[src/hdl/assert_macros.svh]
// Assertion macros for the RTL files that check their own logic
`ifndef ASSERT_MACROS_SVH
`define ASSERT_MACROS_SVH

// Property checked at every rising clk edge outside reset
`define ASSERT_CLK(lbl, prop, msg) \
  lbl: assert property (@(posedge clk) disable iff (!rst_n) prop) else $error(msg);

// Condition that must never hold outside reset
`define ASSERT_NEVER(lbl, expr, msg) \
  `ASSERT_CLK(lbl, !(expr), msg)

`endif

[src/hdl/lmdu_pkg.sv]
// Types, constants and the sqrt table of the LegS memory update block
`timescale 1ns / 1ps
`default_nettype none

package lmdu_pkg;

  localparam int DATA_W   = 32;
  localparam int SUM_W    = 48;
  localparam int WIDE_W   = 64;
  localparam int MUL_A_W  = 56;
  localparam int MUL_AL_W = 28;
  localparam int MUL_B_W  = 21;
  localparam int SQRT_W   = 20;
  localparam int DEN_W    = 23;
  localparam int DIV_W    = 72;
  localparam int DIV_BITS = 4;
  localparam int DIV_STEPS = DIV_W / DIV_BITS;
  localparam int CNT_W    = 5;
  localparam int TAB_N    = 64;

  localparam logic [1:0] MODE_FWD  = 2'd0;
  localparam logic [1:0] MODE_BWD  = 2'd1;
  localparam logic [1:0] MODE_TRAP = 2'd2;

  // register index is paddr[2]
  localparam logic REG_MODE = 1'b0;
  localparam logic REG_STEP = 1'b1;

  localparam logic signed [WIDE_W-1:0] SUM_MAX = 64'sh0000_7FFF_FFFF_FFFF;
  localparam logic signed [WIDE_W-1:0] SUM_MIN = -64'sh0000_8000_0000_0000;
  localparam logic signed [WIDE_W-1:0] Y_MAX   = 64'sh0000_0000_7FFF_FFFF;
  localparam logic signed [WIDE_W-1:0] Y_MIN   = -64'sh0000_0000_8000_0000;

  typedef enum logic [3:0] {
    OP_UD, OP_UDS, OP_FS, OP_XN, OP_TD, OP_XS, OP_BS, OP_BSD, OP_NDT, OP_YS
  } mul_op_t;

  typedef struct packed {
    logic    load;
    mul_op_t op;
    logic    mul_lo;
    logic    mul_hi;
    logic    div_load;
    logic    div_step;
    logic    out_load;
  } lmdu_cmd_t;

  typedef logic [TAB_N-1:0][SQRT_W-1:0] sqrt_tab_t;

  function automatic logic [63:0] isqrt64(input logic [63:0] v);
    logic [63:0] res;
    logic [63:0] bit_v;
    logic [63:0] rem;
    res   = '0;
    bit_v = 64'h4000_0000_0000_0000;
    rem   = v;
    for (int i = 0; i < 32; i++) begin
      if (rem >= res + bit_v) begin
        rem = rem - (res + bit_v);
        res = (res >> 1) + bit_v;
      end else begin
        res = res >> 1;
      end
      bit_v = bit_v >> 2;
    end
    return res;
  endfunction

  function automatic sqrt_tab_t build_sqrt_tab();
    sqrt_tab_t   tab;
    logic [63:0] r;
    for (int n = 0; n < TAB_N; n++) begin
      r = isqrt64(64'(2 * n + 1) << 32);
      tab[n] = r[SQRT_W-1:0];
    end
    return tab;
  endfunction

  // floor(sqrt(2n+1) * 2^16)
  localparam sqrt_tab_t SQRT_TAB = build_sqrt_tab();

  function automatic logic signed [SUM_W-1:0] clip_sum(input logic signed [WIDE_W-1:0] v);
    logic signed [WIDE_W-1:0] c;
    c = v;
    if (v > SUM_MAX) c = SUM_MAX;
    else if (v < SUM_MIN) c = SUM_MIN;
    return c[SUM_W-1:0];
  endfunction

endpackage

`default_nettype wire

[src/hdl/lmdu_ctrl.sv]
// Sequencer for the multiply, divide and output steps of one request
`timescale 1ns / 1ps
`default_nettype none

module lmdu_ctrl (
  input  wire logic               clk,
  input  wire logic               rst_n,
  input  wire logic [1:0]         mode,
  input  wire logic               in_valid,
  output logic                    in_ready,
  output logic                    out_valid,
  input  wire logic               out_ready,
  output lmdu_pkg::lmdu_cmd_t     cmd
);

  typedef enum logic [4:0] {
    ST_IDLE  = 5'b00001,
    ST_MUL   = 5'b00010,
    ST_DLOAD = 5'b00100,
    ST_DIV   = 5'b01000,
    ST_HOLD  = 5'b10000
  } state_t;

  state_t                         state_r, state_nxt;
  lmdu_pkg::mul_op_t              op_r, op_nxt;
  logic                           hi_r, hi_nxt;
  logic [lmdu_pkg::CNT_W-1:0]     cnt_r, cnt_nxt;
  logic                           out_valid_r, out_valid_nxt;
  logic                           accept;
  logic                           out_load;

  assign in_ready  = (state_r == ST_IDLE);
  assign out_valid = out_valid_r;
  assign accept    = in_valid && in_ready;
  assign out_load  = (state_r == ST_HOLD) && (!out_valid_r || out_ready);

  always_comb begin
    state_nxt = state_r;
    op_nxt    = op_r;
    hi_nxt    = hi_r;
    cnt_nxt   = cnt_r;
    case (state_r)
      ST_IDLE: begin
        if (accept) begin
          state_nxt = ST_MUL;
          op_nxt    = lmdu_pkg::OP_UD;
          hi_nxt    = 1'b0;
        end
      end
      ST_MUL: begin
        hi_nxt = !hi_r;
        if (hi_r) begin
          case (op_r)
            lmdu_pkg::OP_UD:  op_nxt = lmdu_pkg::OP_UDS;
            lmdu_pkg::OP_UDS: op_nxt = (mode == lmdu_pkg::MODE_BWD) ? lmdu_pkg::OP_BS
                                                                     : lmdu_pkg::OP_FS;
            lmdu_pkg::OP_FS:  op_nxt = lmdu_pkg::OP_XN;
            lmdu_pkg::OP_XN:  op_nxt = lmdu_pkg::OP_TD;
            lmdu_pkg::OP_TD:  op_nxt = lmdu_pkg::OP_XS;
            lmdu_pkg::OP_XS: begin
              if (mode == lmdu_pkg::MODE_FWD) state_nxt = ST_HOLD;
              else op_nxt = lmdu_pkg::OP_BS;
            end
            lmdu_pkg::OP_BS:  op_nxt = lmdu_pkg::OP_BSD;
            lmdu_pkg::OP_BSD: op_nxt = lmdu_pkg::OP_NDT;
            lmdu_pkg::OP_NDT: state_nxt = ST_DLOAD;
            lmdu_pkg::OP_YS:  state_nxt = ST_HOLD;
            default:          state_nxt = ST_HOLD;
          endcase
        end
      end
      ST_DLOAD: begin
        cnt_nxt   = '0;
        state_nxt = ST_DIV;
      end
      ST_DIV: begin
        cnt_nxt = cnt_r + 1'b1;
        if (cnt_r == lmdu_pkg::CNT_W'(lmdu_pkg::DIV_STEPS - 1)) begin
          state_nxt = ST_MUL;
          op_nxt    = lmdu_pkg::OP_YS;
          hi_nxt    = 1'b0;
        end
      end
      ST_HOLD: begin
        if (out_load) state_nxt = ST_IDLE;
      end
      default: state_nxt = ST_IDLE;
    endcase
  end

  always_comb begin
    if (out_load) out_valid_nxt = 1'b1;
    else out_valid_nxt = out_valid_r && !out_ready;
  end

  always_ff @(posedge clk) begin
    if (!rst_n) begin
      state_r     <= ST_IDLE;
      op_r        <= lmdu_pkg::OP_UD;
      hi_r        <= 1'b0;
      cnt_r       <= '0;
      out_valid_r <= 1'b0;
    end else begin
      state_r     <= state_nxt;
      op_r        <= op_nxt;
      hi_r        <= hi_nxt;
      cnt_r       <= cnt_nxt;
      out_valid_r <= out_valid_nxt;
    end
  end

  always_comb begin
    cmd          = '0;
    cmd.load     = accept;
    cmd.op       = op_r;
    cmd.mul_lo   = (state_r == ST_MUL) && !hi_r;
    cmd.mul_hi   = (state_r == ST_MUL) && hi_r;
    cmd.div_load = (state_r == ST_DLOAD);
    cmd.div_step = (state_r == ST_DIV);
    cmd.out_load = out_load;
  end

endmodule

`default_nettype wire

[config.mk]
export PLATFORM = sky130hd
export DESIGN_NAME = lmdu_ctrl
export DESIGN_NICKNAME = d
export VERILOG_FILES = /design/src/hdl/assert_macros.svh /design/src/hdl/lmdu_pkg.sv /design/src/hdl/lmdu_ctrl.sv
export SDC_FILE = /design/constraint.sdc
export NUM_CORES = 1
export LEC_CHECK = 0
export ABC_AREA = 1
export BUFFER_PORTS_ARGS = -buffer_cell sky130_fd_sc_hd__clkbuf_2
export CORE_ASPECT_RATIO = 0.9
export CORE_UTILIZATION = 40
export DETAILED_ROUTE_END_ITERATION = 8
export PLACE_DENSITY = 0.67
export REMOVE_ABC_BUFFERS = 1
export SLEW_MARGIN = 10
export SYNTH_ARGS = -nofsm -noshare
export SYNTH_HDL_FRONTEND = slang
export SYNTH_SLANG_ARGS = --single-unit
[constraint.sdc]
create_clock -name clk -period 1.8 [get_ports clk]
set_clock_uncertainty 0.15 [all_clocks]
set_input_delay 0.09 -clock clk [delete_from_list [all_inputs] [get_ports clk]]
set_output_delay 0.09 -clock clk [all_outputs]
set_load 0.03 [all_outputs]
[Word-level counts from Yosys, hierarchy flattened]
Cells that the tools add are included.
Word-level totals
  bits in registers: 16
  bits in latches: 0
  memory bits (writable): 0
  ROM bits: 0
  bits of input ports: 6
  word-level logic and storage cells: 65
  memories kept: 0
Operators by class
  add/sub/neg operators: 1
  multiply operators: 0
  div/mod/pow operators: 0
  order comparisons: 0
  eq/ne operators: 23
  shifts and indexed selects: 0
  mux-type cells: 19
  bitwise operators: 0
  reductions and logical operators: 17
Operators with widths (count)
  4-bit case mux with 8 select lines: 1
  5-bit 2-to-1 mux: 5
  5-bit case mux with 5 select lines: 1
  4-bit by 3-bit equality test with 1-bit output, second input constant: 4
  4-bit 2-to-1 mux: 4
  5-bit case mux with 3 select lines: 1
  4-bit case mux with 3 select lines: 1
  6-bit AND reduction: 2
  5-bit equality test, second input constant: 2
  5-bit case mux with 2 select lines: 1
  9-bit by 1-bit inequality test with 1-bit output, second input constant: 1
  4-bit by 2-bit equality test with 1-bit output, second input constant: 2
  7-bit OR reduction: 1
  2-bit inequality test, second input constant: 3
  3-bit inequality test, second input constant: 2
  5-bit by 1-bit adder with 5-bit output, second input constant: 1
  5-bit by 1-bit equality test with 1-bit output, second input constant: 1
  5-bit by 2-bit equality test with 1-bit output, second input constant: 1
  5-bit by 3-bit equality test with 1-bit output, second input constant: 1
  5-bit by 4-bit equality test with 1-bit output, second input constant: 1
  1-bit logical AND: 5
  4-bit by 1-bit equality test with 1-bit output, second input constant: 1
  4-bit equality test, second input constant: 1
  4-bit zero test: 1
  other kinds (11): 16

[Logic depth before layout (Yosys ltp)]
  depth after elaboration: 5
  mapped depth: 12

[Least setup slack after synthesis]
OpenSTA, ideal clock, no wires.
  kind: reg-to-reg
  from: register state_r[0]
  to: register cnt_r[1] (netlist name)
  setup time: 117 ps
  data arrival time: 1267 ps
  data required time: 1533 ps
  slack: 266 ps
  cell stages (with the launch flop): 11
  buffers on the path: 0
  period minus slack after synthesis: 1534 ps
  cells stage by stage: dfxtp_1 inv_1 nand2_1 nor2_1 nand3_1 inv_1 nor2_4 inv_1 nor2_1 nor2_1 nor2_1
RTL lines
  start, declared: RTL line lmdu_ctrl.sv:24  | state_t state_r, state_nxt;
  start signal, assigned: RTL line lmdu_ctrl.sv:104  | state_r <= state_nxt;
  end signal, assigned: RTL line lmdu_ctrl.sv:107  | cnt_r <= cnt_nxt;
  end, declared: RTL line lmdu_ctrl.sv:27  | logic [lmdu_pkg::CNT_W-1:0] cnt_r, cnt_nxt;

==> impl_results.md <==
* CP max FO at 6
* H-tree levels at 1
* RSZ-0062 raised after global routing: yes
* Total Nets Final at 184
* Min-Delay Path Class: in -> reg
* Post-route ant nets at 0
* Pre-antenna DRT Iters at 4
* Routed length per instance at 10.5 um
* Clk_lat worst skew at 0.29 ns
* Detailed Route Iter0 Violations at 35
* Die Wd at 55.8 um
* Routability Congestion at 0.824
* Crit path cell chain: inv_1, nand2_1, nor2_1, nand3_1, inv_1, clkbuf_4
* Final worst slack at 0.126 ns
* DRC viols at 0
* Ys Warns at 0
* Slowest-stage cell, CP: dfxtp_1
* Crit path kind: reg -> out
* Die Ht at 50.5 um
* Post-CTS setup buffer count at 0
* Number of global-route vias before repair at 857
* Pwr dens at 1290 nW/um^2
* Slew Viols, Final at 0
* Startpoint types: flop
* Vias/cell at 4.92
* Crit end category: output pin
* Tmin final at 1.67 ns
* Rel. slew slack at 83.7%
* Maxcap violations at 0
* Dpl cell area at 1130 um^2
* Post-synthesis sequential area ratio at 30.7%
* Largest net degree at the start of global routing at 12
* Synth Register Bits at 16
* Hold Violations, Final at 0
* CP Data Arrival Time at 1.43 ns
* Io pins at 18
* Crit path largest cell delay at 0.38 ns
* VDD IR max at 820 uV
* Worst Tran Pin Value at 0.242 ns
* Critical Path RT at 1.56 ns
* CTS tree: yes
* Clk root buf: clkbuf_4
* Share of layout cells above drive strength 1 at 21.8%
* Status: finished, final reports clean
* CP Buf/Inv Count at 3
* GRT Total Usage at 17.1%
* CTS Buf Count at 3
* Detailed Place HPWL at 1.64 mm
* Count of cell types in the netlist at 22
* Post-route design area at 1170 um^2
* First-pass GRT wire length at 3.73 mm
* Diode count at 0
* GRT Residual Overflow at 0
* F_max at 598 MHz
* Core ar. at 2470 um^2
* Crit share post-route at 93.0%
* Design Power at 1.52 mW
* Pre-CTS setup slack at 0.263 ns
* Layout area overhead at 12.3%
* Post-Synthesis Cell Area at 1040 um^2
* Vias post-DR at 994
* Row cnt at 17
* CTS clk-pin slew, worst paths at 0.09 ns
* Static leakage at 0.569 nW
* CTS max path bufs at 2
* Final setup viols at 0
* PortBufs at 17
* Avg Cell Area, Syn at 6.69 um^2
* Initial core utilization at 42.3%
* Clock sinks at 16
* CP most frequent cell: inv_1
* Antenna violations before repair at 0
* Filler cells at 258
* DIE AREA at 2820 um^2
* Cell family with most CP delay: buffers and inverters
* Final WL at 2.12 mm
* Cells after synthesis at 156
[cell usage after synthesis]
cell | n | area share [%]
a21oi_1 | 10 | 4.8
a21oi_2 | 1 | 0.84
and2_4 | 1 | 0.84
buf_4 | 3 | 2.2
clkbuf_8 | 1 | 1.3
dfxtp_1 | 16 | 31
ha_1 | 2 | 2.4
inv_1 | 25 | 9.0
nand2_1 | 26 | 9.4
nand2_2 | 1 | 0.60
nand2_4 | 2 | 2.2
nand3_1 | 11 | 5.3
nand3_2 | 2 | 1.9
nand3b_1 | 1 | 0.72
nand4_1 | 2 | 1.2
nand4_4 | 1 | 2.0
nor2_1 | 31 | 11
nor2_2 | 2 | 1.2
nor2_4 | 6 | 6.5
nor3_1 | 2 | 0.96
nor4_1 | 1 | 0.60
o21ai_0 | 9 | 4.3
[per-layer routing]
metal	GRT usage (%)	vias up	wire length [um]
li1	-	526	-
met1	22.8	437	1060
met2	26.5	29	942
met3	5.41	2	107
met4	4.88	0	13
met5	0	-	0
[layout by cell type, fill, tap and decap left out, types with 4 or more instances in the layout]
| master | synthesis | routed |
|---|---|---|
| nand3_1 | 11 | 11 |
| clkbuf_4 | 0 | 4 |
| nor2_4 | 6 | 6 |
| nor2_1 | 31 | 31 |
| a21oi_1 | 10 | 10 |
| dfxtp_1 | 16 | 16 |
| clkbuf_2 | 0 | 16 |
| inv_1 | 25 | 23 |
| nand2_1 | 26 | 26 |
| o21ai_0 | 9 | 9 |
[where the power goes]
part	internal [mW]	switching, mW
clock network	0.0779	0.113
logic	0.274	0.562
registers	0.417	0.0724
[kinds of logic (layout without fill, tap and decap cells)]
logic type,after synthesis,in the layout,share of synthesized area [%]
adder cells (fa/ha/maj),2,2,2.40
AO/OA/AOI/OAI,20,20,9.95
AND/OR/NAND/NOR,89,89,44.5
buffers and inverters,29,47,12.5
flip-flops,16,16,30.7
[metrics by stage]
step	utilization (%)	hold WS [ns]	instances	setup TNS (ns)
6_report	47.5	0.142	202	0
5_1_grt	47.5	0.149	202	-0.00700
3_5_place_dp	45.7	0.240	197	0
2_1_floorplan	-	0.0605	152	0
3_3_place_gp	45.7	0.231	197	0
4_1_cts	47.4	0.132	202	0
[worst register-to-register path: stages (launching register included)]
cell and delay (ns):
dfxtp_1 0.37, inv_1 0.07, ha_1 0.18, nand2_1 0.06, inv_1 0.03, nand2_1 0.06
nand3_2 0.11, nand2_4 0.09, nor2_2 0.06, and2_4 0.15, nor2_1 0.08, nor2_1 0.04
[registers in the layout (all words and copies together) (netlist names)]
name / count
cnt_r: 5
hi_r: 1
op_r: 4
state_r: 5
out_valid: 1
[worst paths after layout]
check,startpoint,endpoint,slack (ns),depth (start not counted)
worst min-delay path,mode[0],op_r[2],0.14,7
worst max register to register,cnt_r[1],state_r[1],0.26,11
worst min register to register,cnt_r[3],cnt_r[3],0.34,2
worst max-delay path,state_r[1],cmd[2],0.13,6
[cell type report]
cell class	count	area, um^2	share of cell area [%]
multi-input cells	111	593	50.6
flip-flops and latches	16	320	27.3
repair buffers	19	108	9.18
inverters	25	93.8	8.00
well taps	28	35.0	2.99
clock buffers	3	22.5	1.92
[repair_timing]
action,in CTS,in global routing
hold endpoints to repair,6,0
setup endpoints to repair,0,2
resized for setup,0,4
hold buffers,2,0
Power figures use the tool's default switching activity.
